==> src/rtl/core/twpc_pkg.sv <==
`default_nettype none

package twpc_pkg;

    // mask geometry
    localparam int STATIONS    = 1024;
    localparam int WORD_BITS   = 32;
    localparam int WORDS       = STATIONS / WORD_BITS;
    localparam int IDX_W       = $clog2(WORDS);
    localparam int LEAF_LEVEL  = $clog2(STATIONS);
    localparam int WORD_LEVEL  = $clog2(WORDS);

    // one class tree serves both the in-word walk and the walk over word roots
    localparam int TREE_LEAVES = WORD_BITS;
    localparam int TREE_NODES  = 2 * TREE_LEAVES;
    localparam int CNT_W       = $clog2(TREE_NODES);

    // field widths
    localparam int LVL_W       = 4;
    localparam int TALLY_W     = 11;
    localparam int COLL_W      = 10;

    // controller to datapath
    typedef struct packed {
        logic load;
        logic clr;
        logic scan;
        logic top;
        logic publish;
    } t_cmd;

    // datapath to controller
    typedef struct packed {
        logic scan_last;
        logic pipe_busy;
        logic out_free;
    } t_sts;

endpackage

`default_nettype wire

==> src/rtl/core/tree_walk_probe_counter_core.sv <==
// tree walk probe counter
// input channel: i_in_valid / o_in_stall carry one 32-bit word of the station
// ready mask per beat (i_ready_word) plus i_last_word. words fill slots 0..31
// in order; a beat with i_last_word set closes the mask and starts the walk.
// config: i_cfg_we / i_cfg_data write the start level (0 root .. 10 stations,
// larger values act as 10); write it only while no walk is running.
// output channel: o_out_valid / i_out_stall carry one beat per last word with
// the idle, success, collision and total probe counts.
// throughput: plain mask words are taken one per cycle. the walk reads one
// store word per cycle through a two-stage class tree, then one pass over the
// 32 word roots; o_in_stall stays high from the last-word beat until the
// result is published.
// a stalled result waits in the output register; the next mask may load
// meanwhile, and the following walk holds before publishing until it drains.
// reset (synchronous, active low) empties the output register, sets the word
// slot to 0 and the start level to 0; the mask store is not cleared.
`default_nettype none

module tree_walk_probe_counter_core (
    input  wire logic                              i_clk,
    input  wire logic                              i_rst_n,
    input  wire logic                              i_in_valid,
    output logic                                   o_in_stall,
    input  wire logic [twpc_pkg::WORD_BITS-1:0]    i_ready_word,
    input  wire logic                              i_last_word,
    input  wire logic                              i_cfg_we,
    input  wire logic [twpc_pkg::LVL_W-1:0]        i_cfg_data,
    output logic                                   o_out_valid,
    input  wire logic                              i_out_stall,
    output logic [twpc_pkg::TALLY_W-1:0]           o_idle_count,
    output logic [twpc_pkg::TALLY_W-1:0]           o_success_count,
    output logic [twpc_pkg::COLL_W-1:0]            o_collision_count,
    output logic [twpc_pkg::TALLY_W-1:0]           o_probe_count
);

    twpc_pkg::t_cmd w_cmd;
    twpc_pkg::t_sts w_sts;

    // walk sequencing
    twpc_ctrl u_ctrl (
        .i_clk       (i_clk),
        .i_rst_n     (i_rst_n),
        .i_in_valid  (i_in_valid),
        .i_last_word (i_last_word),
        .o_in_stall  (o_in_stall),
        .i_sts       (w_sts),
        .o_cmd       (w_cmd)
    );

    // store, class tree and tallies
    twpc_dp u_dp (
        .i_clk             (i_clk),
        .i_rst_n           (i_rst_n),
        .i_cmd             (w_cmd),
        .o_sts             (w_sts),
        .i_ready_word      (i_ready_word),
        .i_last_word       (i_last_word),
        .i_cfg_we          (i_cfg_we),
        .i_cfg_data        (i_cfg_data),
        .i_out_stall       (i_out_stall),
        .o_out_valid       (o_out_valid),
        .o_idle_count      (o_idle_count),
        .o_success_count   (o_success_count),
        .o_collision_count (o_collision_count),
        .o_probe_count     (o_probe_count)
    );

endmodule

`default_nettype wire

==> src/rtl/core/twpc_ctrl.sv <==
`default_nettype none

module twpc_ctrl (
    input  wire logic            i_clk,
    input  wire logic            i_rst_n,
    input  wire logic            i_in_valid,
    input  wire logic            i_last_word,
    output logic                 o_in_stall,
    input  wire twpc_pkg::t_sts  i_sts,
    output twpc_pkg::t_cmd       o_cmd
);

    typedef enum logic [1:0] {
        S_LOAD,
        S_SCAN,
        S_TOP,
        S_FINISH
    } t_state;

    t_state r_state;
    t_state n_state;

    // next state and command decode
    always_comb begin
        n_state = r_state;
        o_cmd   = '0;
        unique case (r_state)
            S_LOAD: begin
                o_cmd.load = i_in_valid;
                if (i_in_valid && i_last_word) begin
                    o_cmd.clr = 1'b1;
                    n_state   = S_SCAN;
                end
            end
            S_SCAN: begin
                o_cmd.scan = 1'b1;
                if (i_sts.scan_last) begin
                    n_state = S_TOP;
                end
            end
            S_TOP: begin
                o_cmd.top = 1'b1;
                n_state   = S_FINISH;
            end
            S_FINISH: begin
                if (!i_sts.pipe_busy && i_sts.out_free) begin
                    o_cmd.publish = 1'b1;
                    n_state       = S_LOAD;
                end
            end
            default: begin
                n_state = S_LOAD;
            end
        endcase
    end

    // words are taken only between walks
    assign o_in_stall = (r_state != S_LOAD);

    // state register
    always_ff @(posedge i_clk) begin
        if (!i_rst_n) begin
            r_state <= S_LOAD;
        end else begin
            r_state <= n_state;
        end
    end

endmodule

`default_nettype wire

==> src/rtl/core/twpc_dp.sv <==
`default_nettype none

module twpc_dp (
    input  wire logic                              i_clk,
    input  wire logic                              i_rst_n,
    input  wire twpc_pkg::t_cmd                    i_cmd,
    output twpc_pkg::t_sts                         o_sts,
    input  wire logic [twpc_pkg::WORD_BITS-1:0]    i_ready_word,
    input  wire logic                              i_last_word,
    input  wire logic                              i_cfg_we,
    input  wire logic [twpc_pkg::LVL_W-1:0]        i_cfg_data,
    input  wire logic                              i_out_stall,
    output logic                                   o_out_valid,
    output logic [twpc_pkg::TALLY_W-1:0]           o_idle_count,
    output logic [twpc_pkg::TALLY_W-1:0]           o_success_count,
    output logic [twpc_pkg::COLL_W-1:0]            o_collision_count,
    output logic [twpc_pkg::TALLY_W-1:0]           o_probe_count
);

    localparam int WB    = twpc_pkg::WORD_BITS;
    localparam int NW    = twpc_pkg::WORDS;
    localparam int IW    = twpc_pkg::IDX_W;
    localparam int LV    = twpc_pkg::LVL_W;
    localparam int TW    = twpc_pkg::TALLY_W;
    localparam int CW    = twpc_pkg::CNT_W;
    localparam int NL    = twpc_pkg::TREE_LEAVES;
    localparam int NN    = twpc_pkg::TREE_NODES;

    // occupancy class of a subtree
    typedef enum logic [1:0] {
        CLS_ZERO,
        CLS_ONE,
        CLS_MANY
    } t_cls;

    function automatic t_cls cls_merge(input t_cls a, input t_cls b);
        t_cls m;
        if (a == CLS_ZERO) begin
            m = b;
        end else if (b == CLS_ZERO) begin
            m = a;
        end else begin
            m = CLS_MANY;
        end
        return m;
    endfunction

    // depth of heap node n below the tree root
    function automatic int node_depth(input int n);
        int d;
        d = 0;
        for (int k = 1; k < 8; k++) begin
            if ((n >> k) != 0) begin
                d = k;
            end
        end
        return d;
    endfunction

    function automatic logic [CW-1:0] popcnt(input logic [NN-1:1] v);
        logic [CW-1:0] c;
        c = '0;
        for (int i = 1; i < NN; i++) begin
            c = c + CW'(v[i]);
        end
        return c;
    endfunction

    // ready mask store
    logic [WB-1:0] r_store [NW];
    logic [WB-1:0] r_rd_data;

    logic [IW-1:0] r_word_idx;
    logic [IW-1:0] r_scan_idx;
    logic [LV-1:0] r_start_level;

    // stage one: word read out (or word-root pass), stage two: probe flags
    logic          r_s1_v;
    logic          r_s1_top;
    logic [IW-1:0] r_s1_k;
    logic          r_s2_v;
    t_cls          r_word_cls [NL];

    logic [NN-1:1] r_f_idle;
    logic [NN-1:1] r_f_succ;
    logic [NN-1:1] r_f_coll;

    logic [TW-1:0] r_tally_idle;
    logic [TW-1:0] r_tally_succ;
    logic [TW-1:0] r_tally_coll;

    logic          r_out_valid;
    logic [TW-1:0] r_out_idle;
    logic [TW-1:0] r_out_succ;
    logic [TW-1:0] r_out_coll;
    logic [TW-1:0] r_out_probe;

    t_cls          cls [1:NN-1];
    logic [NN-1:1] n_f_idle;
    logic [NN-1:1] n_f_succ;
    logic [NN-1:1] n_f_coll;
    logic [LV-1:0] start_sat;
    logic [LV-1:0] base_lvl;

    // status back to the controller
    assign o_sts.scan_last = (r_scan_idx == IW'(NW - 1));
    assign o_sts.pipe_busy = r_s1_v | r_s2_v;
    assign o_sts.out_free  = !r_out_valid || !i_out_stall;

    // start level saturates at the station level
    assign start_sat = (r_start_level > LV'(twpc_pkg::LEAF_LEVEL)) ?
                       LV'(twpc_pkg::LEAF_LEVEL) : r_start_level;
    assign base_lvl  = r_s1_top ? '0 : LV'(twpc_pkg::WORD_LEVEL);

    // memory write on load beats, read during the scan
    always_ff @(posedge i_clk) begin
        if (i_cmd.load) begin
            r_store[r_word_idx] <= i_ready_word;
        end
        if (i_cmd.scan) begin
            r_rd_data <= r_store[r_scan_idx];
        end
    end

    // class tree over 32 leaves
    always_comb begin
        for (int i = 0; i < NL; i++) begin
            if (r_s1_top) begin
                cls[NL + i] = r_word_cls[i];
            end else begin
                cls[NL + i] = r_rd_data[i] ? CLS_ONE : CLS_ZERO;
            end
        end
        for (int i = NL - 1; i >= 1; i--) begin
            cls[i] = cls_merge(cls[2 * i], cls[2 * i + 1]);
        end
    end

    // probe flags; the word root is counted in the word-root pass only
    always_comb begin
        for (int i = 1; i < NN; i++) begin
            logic [LV-1:0] lvl;
            logic          counted;
            logic          at_start;
            logic          below;
            logic          parent_many;
            lvl         = base_lvl + LV'(node_depth(i));
            counted     = r_s1_top || (i != 1);
            at_start    = (lvl == start_sat);
            below       = (lvl > start_sat);
            parent_many = (i >= 2) && (cls[i >> 1] == CLS_MANY);
            n_f_idle[i] = counted && at_start && (cls[i] == CLS_ZERO);
            n_f_succ[i] = counted && (at_start || (below && parent_many)) &&
                          (cls[i] == CLS_ONE);
            n_f_coll[i] = counted && (at_start || below) && (cls[i] == CLS_MANY);
        end
    end

    // pipeline payload
    always_ff @(posedge i_clk) begin
        if (i_cmd.scan || i_cmd.top) begin
            r_s1_top <= i_cmd.top;
            r_s1_k   <= r_scan_idx;
        end
        if (r_s1_v) begin
            r_f_idle <= n_f_idle;
            r_f_succ <= n_f_succ;
            r_f_coll <= n_f_coll;
        end
        if (r_s1_v && !r_s1_top) begin
            r_word_cls[r_s1_k] <= cls[1];
        end
    end

    // output beat payload
    always_ff @(posedge i_clk) begin
        if (i_cmd.publish) begin
            r_out_idle  <= r_tally_idle;
            r_out_succ  <= r_tally_succ;
            r_out_coll  <= r_tally_coll;
            r_out_probe <= r_tally_idle + r_tally_succ + r_tally_coll;
        end
    end

    // control registers and tallies
    always_ff @(posedge i_clk) begin
        if (!i_rst_n) begin
            r_word_idx    <= '0;
            r_scan_idx    <= '0;
            r_start_level <= '0;
            r_s1_v        <= 1'b0;
            r_s2_v        <= 1'b0;
            r_tally_idle  <= '0;
            r_tally_succ  <= '0;
            r_tally_coll  <= '0;
            r_out_valid   <= 1'b0;
        end else begin
            if (i_cfg_we) begin
                r_start_level <= i_cfg_data;
            end
            if (i_cmd.load) begin
                r_word_idx <= i_last_word ? '0 : r_word_idx + 1'b1;
            end
            if (i_cmd.scan) begin
                r_scan_idx <= r_scan_idx + 1'b1;
            end
            r_s1_v <= i_cmd.scan | i_cmd.top;
            r_s2_v <= r_s1_v;
            if (i_cmd.clr) begin
                r_tally_idle <= '0;
                r_tally_succ <= '0;
                r_tally_coll <= '0;
            end else if (r_s2_v) begin
                r_tally_idle <= r_tally_idle + TW'(popcnt(r_f_idle));
                r_tally_succ <= r_tally_succ + TW'(popcnt(r_f_succ));
                r_tally_coll <= r_tally_coll + TW'(popcnt(r_f_coll));
            end
            if (i_cmd.publish) begin
                r_out_valid <= 1'b1;
            end else if (!i_out_stall) begin
                r_out_valid <= 1'b0;
            end
        end
    end

    assign o_out_valid       = r_out_valid;
    assign o_idle_count      = r_out_idle;
    assign o_success_count   = r_out_succ;
    assign o_collision_count = r_out_coll[twpc_pkg::COLL_W-1:0];
    assign o_probe_count     = r_out_probe;

`ifndef SYNTH
    // tallies are published only once the pipeline has drained
    a_publish_drained: assert property (@(posedge i_clk) disable iff (!i_rst_n)
        i_cmd.publish |-> (!r_s1_v && !r_s2_v))
        else $error("publish while walk pipeline busy");

    // a pending result is never overwritten
    a_publish_free: assert property (@(posedge i_clk) disable iff (!i_rst_n)
        i_cmd.publish |-> !(r_out_valid && i_out_stall))
        else $error("publish over a stalled result");

    // no word lands in the store while a walk is in flight
    a_load_quiet: assert property (@(posedge i_clk) disable iff (!i_rst_n)
        i_cmd.load |-> (!r_s1_v && !r_s2_v && !i_cmd.scan))
        else $error("load beat during walk");

    // the word-root pass follows the last word read
    a_scan_to_top: assert property (@(posedge i_clk) disable iff (!i_rst_n)
        (i_cmd.scan && o_sts.scan_last) |=> i_cmd.top)
        else $error("word-root pass missing after scan");

    // at most 1023 collisions in a tree of 1024 stations
    a_coll_range: assert property (@(posedge i_clk) disable iff (!i_rst_n)
        r_tally_coll[twpc_pkg::COLL_W] == 1'b0)
        else $error("collision tally out of range");
`endif

endmodule

`default_nettype wire
==> config.mk <==
export PLATFORM = sky130hd
export DESIGN_NAME = tree_walk_probe_counter_core
export DESIGN_NICKNAME = d
export VERILOG_FILES = /design/src/rtl/core/twpc_pkg.sv /design/src/rtl/core/tree_walk_probe_counter_core.sv /design/src/rtl/core/twpc_ctrl.sv /design/src/rtl/core/twpc_dp.sv
export SDC_FILE = /design/constraint.sdc
export NUM_CORES = 2
export LEC_CHECK = 0
export CORE_ASPECT_RATIO = 1.75
export CORE_MARGIN = 1.5
export CORE_UTILIZATION = 50
export DETAILED_ROUTE_END_ITERATION = 16
export DONT_BUFFER_PORTS = 1
export PLACE_DENSITY_LB_ADDON = 0.08
export SETUP_SLACK_MARGIN = 0.15
export SLEW_MARGIN = 20
export SYNTH_ARGS = -nofsm -noshare
export SYNTH_HDL_FRONTEND = slang
export SYNTH_SLANG_ARGS = --single-unit
export TNS_END_PERCENT = 30
==> constraint.sdc <==
create_clock -name i_clk -period 6.96 [get_ports i_clk]
set_clock_uncertainty 0.2 [all_clocks]
set_input_delay 1.392 -clock i_clk [delete_from_list [all_inputs] [get_ports i_clk]]
set_output_delay 1.392 -clock i_clk [all_outputs]
set_load 0.01 [all_outputs]
# == Yosys cells after proc, flatten, opt, wreduce, memory -nomap -nowiden ==
# Memory sizes are Yosys's and may differ from the RTL's. A register that Yosys moved wholly into a read port is not among the register bits.
# Index checks and enable logic that the tools add are counted.
# op_classes
n_bitwise,3
magnitude_cmp,7
n_mux,145
n_addsub,198
n_eq_ne,140
reduce_logical,335
# ops
operator,count
$add A6 B1 Y6,179
$logic_and A1 B1 Y1,225
$mux W2,98
$eq A2 B2 Y1 const B,65
$eq A2 B1 Y1 const B,64
$logic_not A2 Y1,64
$mux W1,43
$logic_or A1 B1 Y1,39
$add A11 B6 Y11,3
$eq A4 B4 Y1,6
$gt A4 B4 Y1,6
$add A11 B11 Y11,2
$add A5 B1 Y5 const B,2
$add A4 B2 Y4 const B,2
$add A4 B3 Y4 const B,2
$ne A2 B1 Y1 const B,4
$pmux W2 S4,1
$add A1 B1 Y2,3
$add A5 B1 Y6,1
$add A4 B1 Y5,1
$eq A5 B5 Y1 const B,1
$mux W5,1
$add A3 B1 Y4,1
$add A4 B1 Y4 const B,1
other kinds (10),14
# word_totals
n_memories,2
ramBits,1088
inputBits,42
elab_cells,849
regBits,290
out_inout_bits,45
# mem_list
memory,depth,word_bits,rd,rd_ports_with_merged_regs,wr,line_no,text
u_dp.r_store,32,32,1,1,1,twpc_dp.sv:70,logic [WB-1:0] r_store [NW];
u_dp.r_word_cls,32,2,32,0,1,twpc_dp.sv:82,t_cls r_word_cls [NL];

# == Logic depth before layout (Yosys ltp) ==
# depth
word_depth,63
ltp_mapped,29
mapped_depth_nobuf,29

# == Cells and area by module ==
# From an unflattened synthesis, not the netlist that was laid out.
# hier_totals
hier_cells,3522
hier_area_um2,61999.5
# by_module_without_submodules
mod,area_per_inst_um2,n_inst,cells_each
twpc_dp,61798.0,1,3498
twpc_ctrl,201.4,1,24

# == Worst setup path before layout ==
# Ideal clock, no wire load.
# synth_timing
path_kind,register to register
start,register u_dp.r_f_succ[1] (netlist bit)
end,register u_dp.r_tally_succ[9]
stages_incl_launch_ff,26
period_less_slack_ns,6.991
n_path_buf,0
slack_ns,-0.031
arrival_ns,6.664
cell_sequence,edfxtp_1 ha_1 inv_1 fa_1 inv_1 fa_1 fa_1 fa_1 fa_1 fa_1 inv_1 fa_1 fa_1 inv_1 ha_1 fa_1 ha_1 a21o_1 a21oi_1 o21bai_1 a21oi_1 nor2b_1 o211a_1 nand3_1 xor2_1 nor2_1
# synth_between
elab_chain_len,63
# synth_rtl
element,line_no,text
start: declaration,twpc_dp.sv:85,logic [NN-1:1] r_f_succ;
start signal: assignment,twpc_dp.sv:167,r_f_succ <= n_f_succ;
$add A1 B1 Y2,twpc_dp.sv:64,c = c + CW'(v[i]);
$add A6 B1 Y6 (61 in series),twpc_dp.sv:64,
$add A11 B6 Y11,twpc_dp.sv:215,r_tally_succ <= r_tally_succ + TW'(popcnt(r_f_succ));
end signal: assignment,twpc_dp.sv:215,
end: declaration,twpc_dp.sv:89,logic [TW-1:0] r_tally_succ;
# No other way between the ends.
# A chain may end at the register's enable or synchronous reset.

# == Final worst setup path ==
# layout_timing
start,register u_dp.r_f_idle[1] (netlist bit)
end,register u_dp.r_tally_idle[10]
# layout_between
elab_chain_len,63
# layout_rtl
element,line_no,text
start: declaration,twpc_dp.sv:84,logic [NN-1:1] r_f_idle;
start signal: assignment,twpc_dp.sv:166,r_f_idle <= n_f_idle;
$add A1 B1 Y2,twpc_dp.sv:64,
$add A6 B1 Y6 (61 in series),twpc_dp.sv:64,
$add A11 B6 Y11,twpc_dp.sv:214,r_tally_idle <= r_tally_idle + TW'(popcnt(r_f_idle));
end signal: assignment,twpc_dp.sv:214,
end: declaration,twpc_dp.sv:88,logic [TW-1:0] r_tally_idle;
# No other way between the ends.

==> results.sh <==
export IMPL_num_vias=31400
export IMPL_fillerInstances=9485
export IMPL_cts_reportedPaths_clkPinSlew_ns=0.06
export IMPL_post_synth_num_cell_types=91
export IMPL_end_kind="register"
export IMPL_tightestPinTransition_ns=1.22
export IMPL_io_pins=87
export IMPL_cts_root_buf="clkbuf_16"
export IMPL_track_usage_pct=27.0
export IMPL_timing_critical_path_buf_inv=2
export IMPL_syn_area_per_cell_um2=18.0
export IMPL_violations="negative setup slack"
export IMPL_max_cap_violations=0
export IMPL_die_y_um=468
export IMPL_register_area_um2=41800
export IMPL_initial_core_util_pct=50.4
export IMPL_multi_input_area_um2=18800
export IMPL_synth_edf_count=1358
export IMPL_worstPathArrival_ns=7.80
export IMPL_io_buffer_count=0
export IMPL_synthArstFlopShare_pct=0
export IMPL_grt_pass1_wl_mm=235
export IMPL_setup_slack_ns=-0.422
export IMPL_clock_sinks=1410
export IMPL_cts_buffers=130
export IMPL_syn_inst=3427
export IMPL_cp_slowest_cell="fa_2"
export IMPL_grt_overflow_total=0
export IMPL_totalWireLength_mm=165
export IMPL_syn_area_um2=61800
export IMPL_core_area_um2=123000
export IMPL_finalMaxSlewViolations=0
export IMPL_rows=170
export IMPL_synth_ff_type="edfxtp_1"
export IMPL_drt_pass1_iterations=5
export IMPL_relSlewSlack_pct=18.5
export IMPL_crit_chain="ha_1, inv_1, fa_1, fa_1, fa_1, fa_1, fa_1, fa_2, fa_2, fa_1, inv_2, ha_4, fa_2, fa_2, a21o_1, a21oi_2, o21bai_1, a21oi_1, nor2_1, and2_4, nand4_1, xor2_1, nor2_1"
export IMPL_ys_ff_latch=1410
export IMPL_synth_fp_nets=3739
export IMPL_synth_seq_area_share_pct=67.7
export IMPL_tritoncts="done"
export IMPL_antenna_found_initial=5
export IMPL_drtIter0Drc=2734
export IMPL_cp_max_fo=2
export IMPL_dieArea_um2=126000
export IMPL_hold_path_class="reg -> reg"
export IMPL_synthToLayoutAreaGrowth_pct=11.7
export IMPL_worst_setup_path_start_kind="register"
export IMPL_cts_max_path_buffers=3
export IMPL_rsz0062_at_grt="true"
export IMPL_yosysWarningCount=0
export IMPL_drc_errors=0
export IMPL_hold_violations=0
export IMPL_die_x_um=269
export IMPL_dp_hpwl_mm=110
export IMPL_holdBufCountCts=0
export IMPL_post_drt_wl_per_cell_um=31.3
export IMPL_cp_common_cell="fa_1"
export IMPL_ant_nets=0
export IMPL_setup_violations=16
export IMPL_final_nets=3834
export IMPL_min_period_over_period_pct=106
export IMPL_max_freq_mhz=135
export IMPL_critPathRequiredTime_ns=7.38
export IMPL_place_congestion=0.968
export IMPL_vias_per_cell=5.96
export IMPL_critPathMaxStageDelay_ns=0.69
export IMPL_htree_levels=4
export IMPL_crit_type="reg -> reg"
export IMPL_post_route_min_period_ns=7.38
export IMPL_grt_max_degree=168
export IMPL_holdWs_ns=0.320
export IMPL_status="finished, violations left"
export IMPL_drive_gt1_share_pct=21.9
export IMPL_clkLatencyLatePin_ns=0.75
export IMPL_grt_pass1_vias=33400
export IMPL_crit_family="adder cells"
## state kept, by name, summed over array words and instances, names as in the netlist, 2 cells and up
| name | flops |
|---|---|
| u_dp.r_word_idx | 5 |
| u_ctrl.r_state | 2 |
| u_dp.r_scan_idx | 5 |
| u_dp.r_rd_data | 32 |
| u_dp.r_store | 1024 |
| u_dp.o_success_count | 11 |
| u_dp.r_start_level | 4 |
| u_dp.o_idle_count | 11 |
| u_dp.r_f_succ | 63 |
| u_dp.r_out_coll | 10 |
| u_dp.r_tally_idle | 11 |
| u_dp.r_f_idle | 63 |
| u_dp.r_s1_k | 5 |
| u_dp.r_tally_succ | 11 |
| u_dp.r_f_coll | 63 |
| u_dp.r_word_cls | 64 |
| u_dp.r_tally_coll | 11 |
| u_dp.o_probe_count | 11 |
## cell type report
type                    instances  area share [%]
repair buffers                 98            1.30
diodes                          4          0.0145
clock buffers                 158            5.13
flip-flops and latches       1410            60.7
clock inverters                75            1.09
well taps                    1634            2.96
inverters                     295            1.61
multi-input cells            1587            27.2
## stage by stage
| stage | instance area (um^2) | std cells | setup TNS [ns] | util (%) | worst slack [ns] |
|---|---|---|---|---|---|
| 2_1_floorplan | 61800 | 3427 | 0 | - | 0.0825 |
| 3_3_place_gp | 64400 | 5016 | -5.87 | 52.5 | -0.616 |
| 3_5_place_dp | 64400 | 5017 | -7.26 | 52.6 | -0.653 |
| 4_1_cts | 68900 | 5254 | -5.33 | 56.2 | -0.498 |
| 5_1_grt | 69000 | 5258 | -8.11 | 56.3 | -0.664 |
| 6_report | 69000 | 5261 | -3.90 | 56.3 | -0.422 |
## layout by cell type, fill, tap and decap left out, types with 32 or more instances in the layout
cell type	instances
a21oi_1	58
buf_4	85
clkbuf_16	137
dfxtp_1	46
edfxtp_1	1358
fa_1	163
ha_1	88
inv_1	286
mux2_2	42
mux2i_1	33
mux4_2	320
nand2_1	85
nor2_1	200
nor3_1	36
xnor2_1	37
xor2_1	32
## final timing paths
kind | startpoint | to | slack [ns] | cells past startpoint
max | u_dp.r_f_idle[1]$_DFFE_PP_ | u_dp.r_tally_idle[10]$_SDFFE_PP0P_ | -0.42 | 23
min | u_dp.r_tally_succ[0]$_SDFFE_PP0P_ | u_dp.o_success_count[0]$_DFFE_PP_ | 0.32 | 0
max reg2reg | u_dp.r_f_idle[1]$_DFFE_PP_ | u_dp.r_tally_idle[10]$_SDFFE_PP0P_ | -0.42 | 23
min reg2reg | u_dp.r_tally_succ[0]$_SDFFE_PP0P_ | u_dp.o_success_count[0]$_DFFE_PP_ | 0.32 | 0
## synthesized netlist by cell type (14+ instances only)
cell type / instances / share of area, %
edfxtp_1: 1358 / 66
mux4_2: 320 / 12
inv_1: 294 / 1.8
nor2_1: 231 / 1.4
fa_1: 174 / 5.6
ha_1: 96 / 1.9
nand2_1: 86 / 0.52
clkbuf_1: 83 / 0.50
a21oi_1: 69 / 0.56
dfxtp_1: 52 / 1.7
mux2_2: 42 / 0.77
xnor2_1: 42 / 0.60
buf_1: 39 / 0.24
nor3_1: 37 / 0.30
mux2i_1: 33 / 0.53
xor2_1: 33 / 0.47
nor3b_1: 27 / 0.33
a21o_1: 26 / 0.32
o21ai_0: 26 / 0.21
and2_1: 25 / 0.25
a211oi_1: 24 / 0.29
and3_1: 23 / 0.23
nand3b_1: 20 / 0.24
nor2b_1: 20 / 0.20
o21bai_1: 18 / 0.22
nand2b_1: 17 / 0.17
a31oi_1: 15 / 0.15
nand3_1: 14 / 0.11
## worst reg2reg max path: cells and delay by family, from the launching register on
kind                       cells  cell delay, ns
xor gates and xnor gates       1            0.15
adders and majority gates     12            5.44
buffers and inverters          2            0.12
DFF                            1            0.36
and+or+nand+nor                4            0.39
AOI/OAI and AO/OA              4            0.60
## logic make-up (layout without fill, tap and decap cells)
logic type | count (synthesis) | in the layout | synth area share, %
DFF | 1410 | 1410 | 67.7
xor gates and xnor gates | 75 | 75 | 1.06
AOI/OAI and AO/OA | 290 | 290 | 3.47
and+or+nand+nor | 551 | 551 | 4.38
other | 0 | 4 | 0
adders and majority gates | 270 | 270 | 7.58
muxes | 401 | 401 | 13.1
buffers and inverters | 430 | 626 | 2.72
## timing repair
item | 4_1_cts | 5_1_grt
setup buffers | 4 | 3
resized for setup | 31 | 29
endpoints found under the hold margin | 0 | 0
endpoints found under the setup margin | 23 | 25
pin swaps | 11 | 30
## layer usage
layer	vias up	GRT usage [%]	wire [um]
met5	-	0	0
met4	0	17.5	12300
met3	349	4.25	7110
met2	950	50.4	92100
met1	16700	27.4	53000
li1	13400	-	-
Power is not shown: default switching activity piles up to over one toggle a cycle in this logic, so the estimate is an artifact.
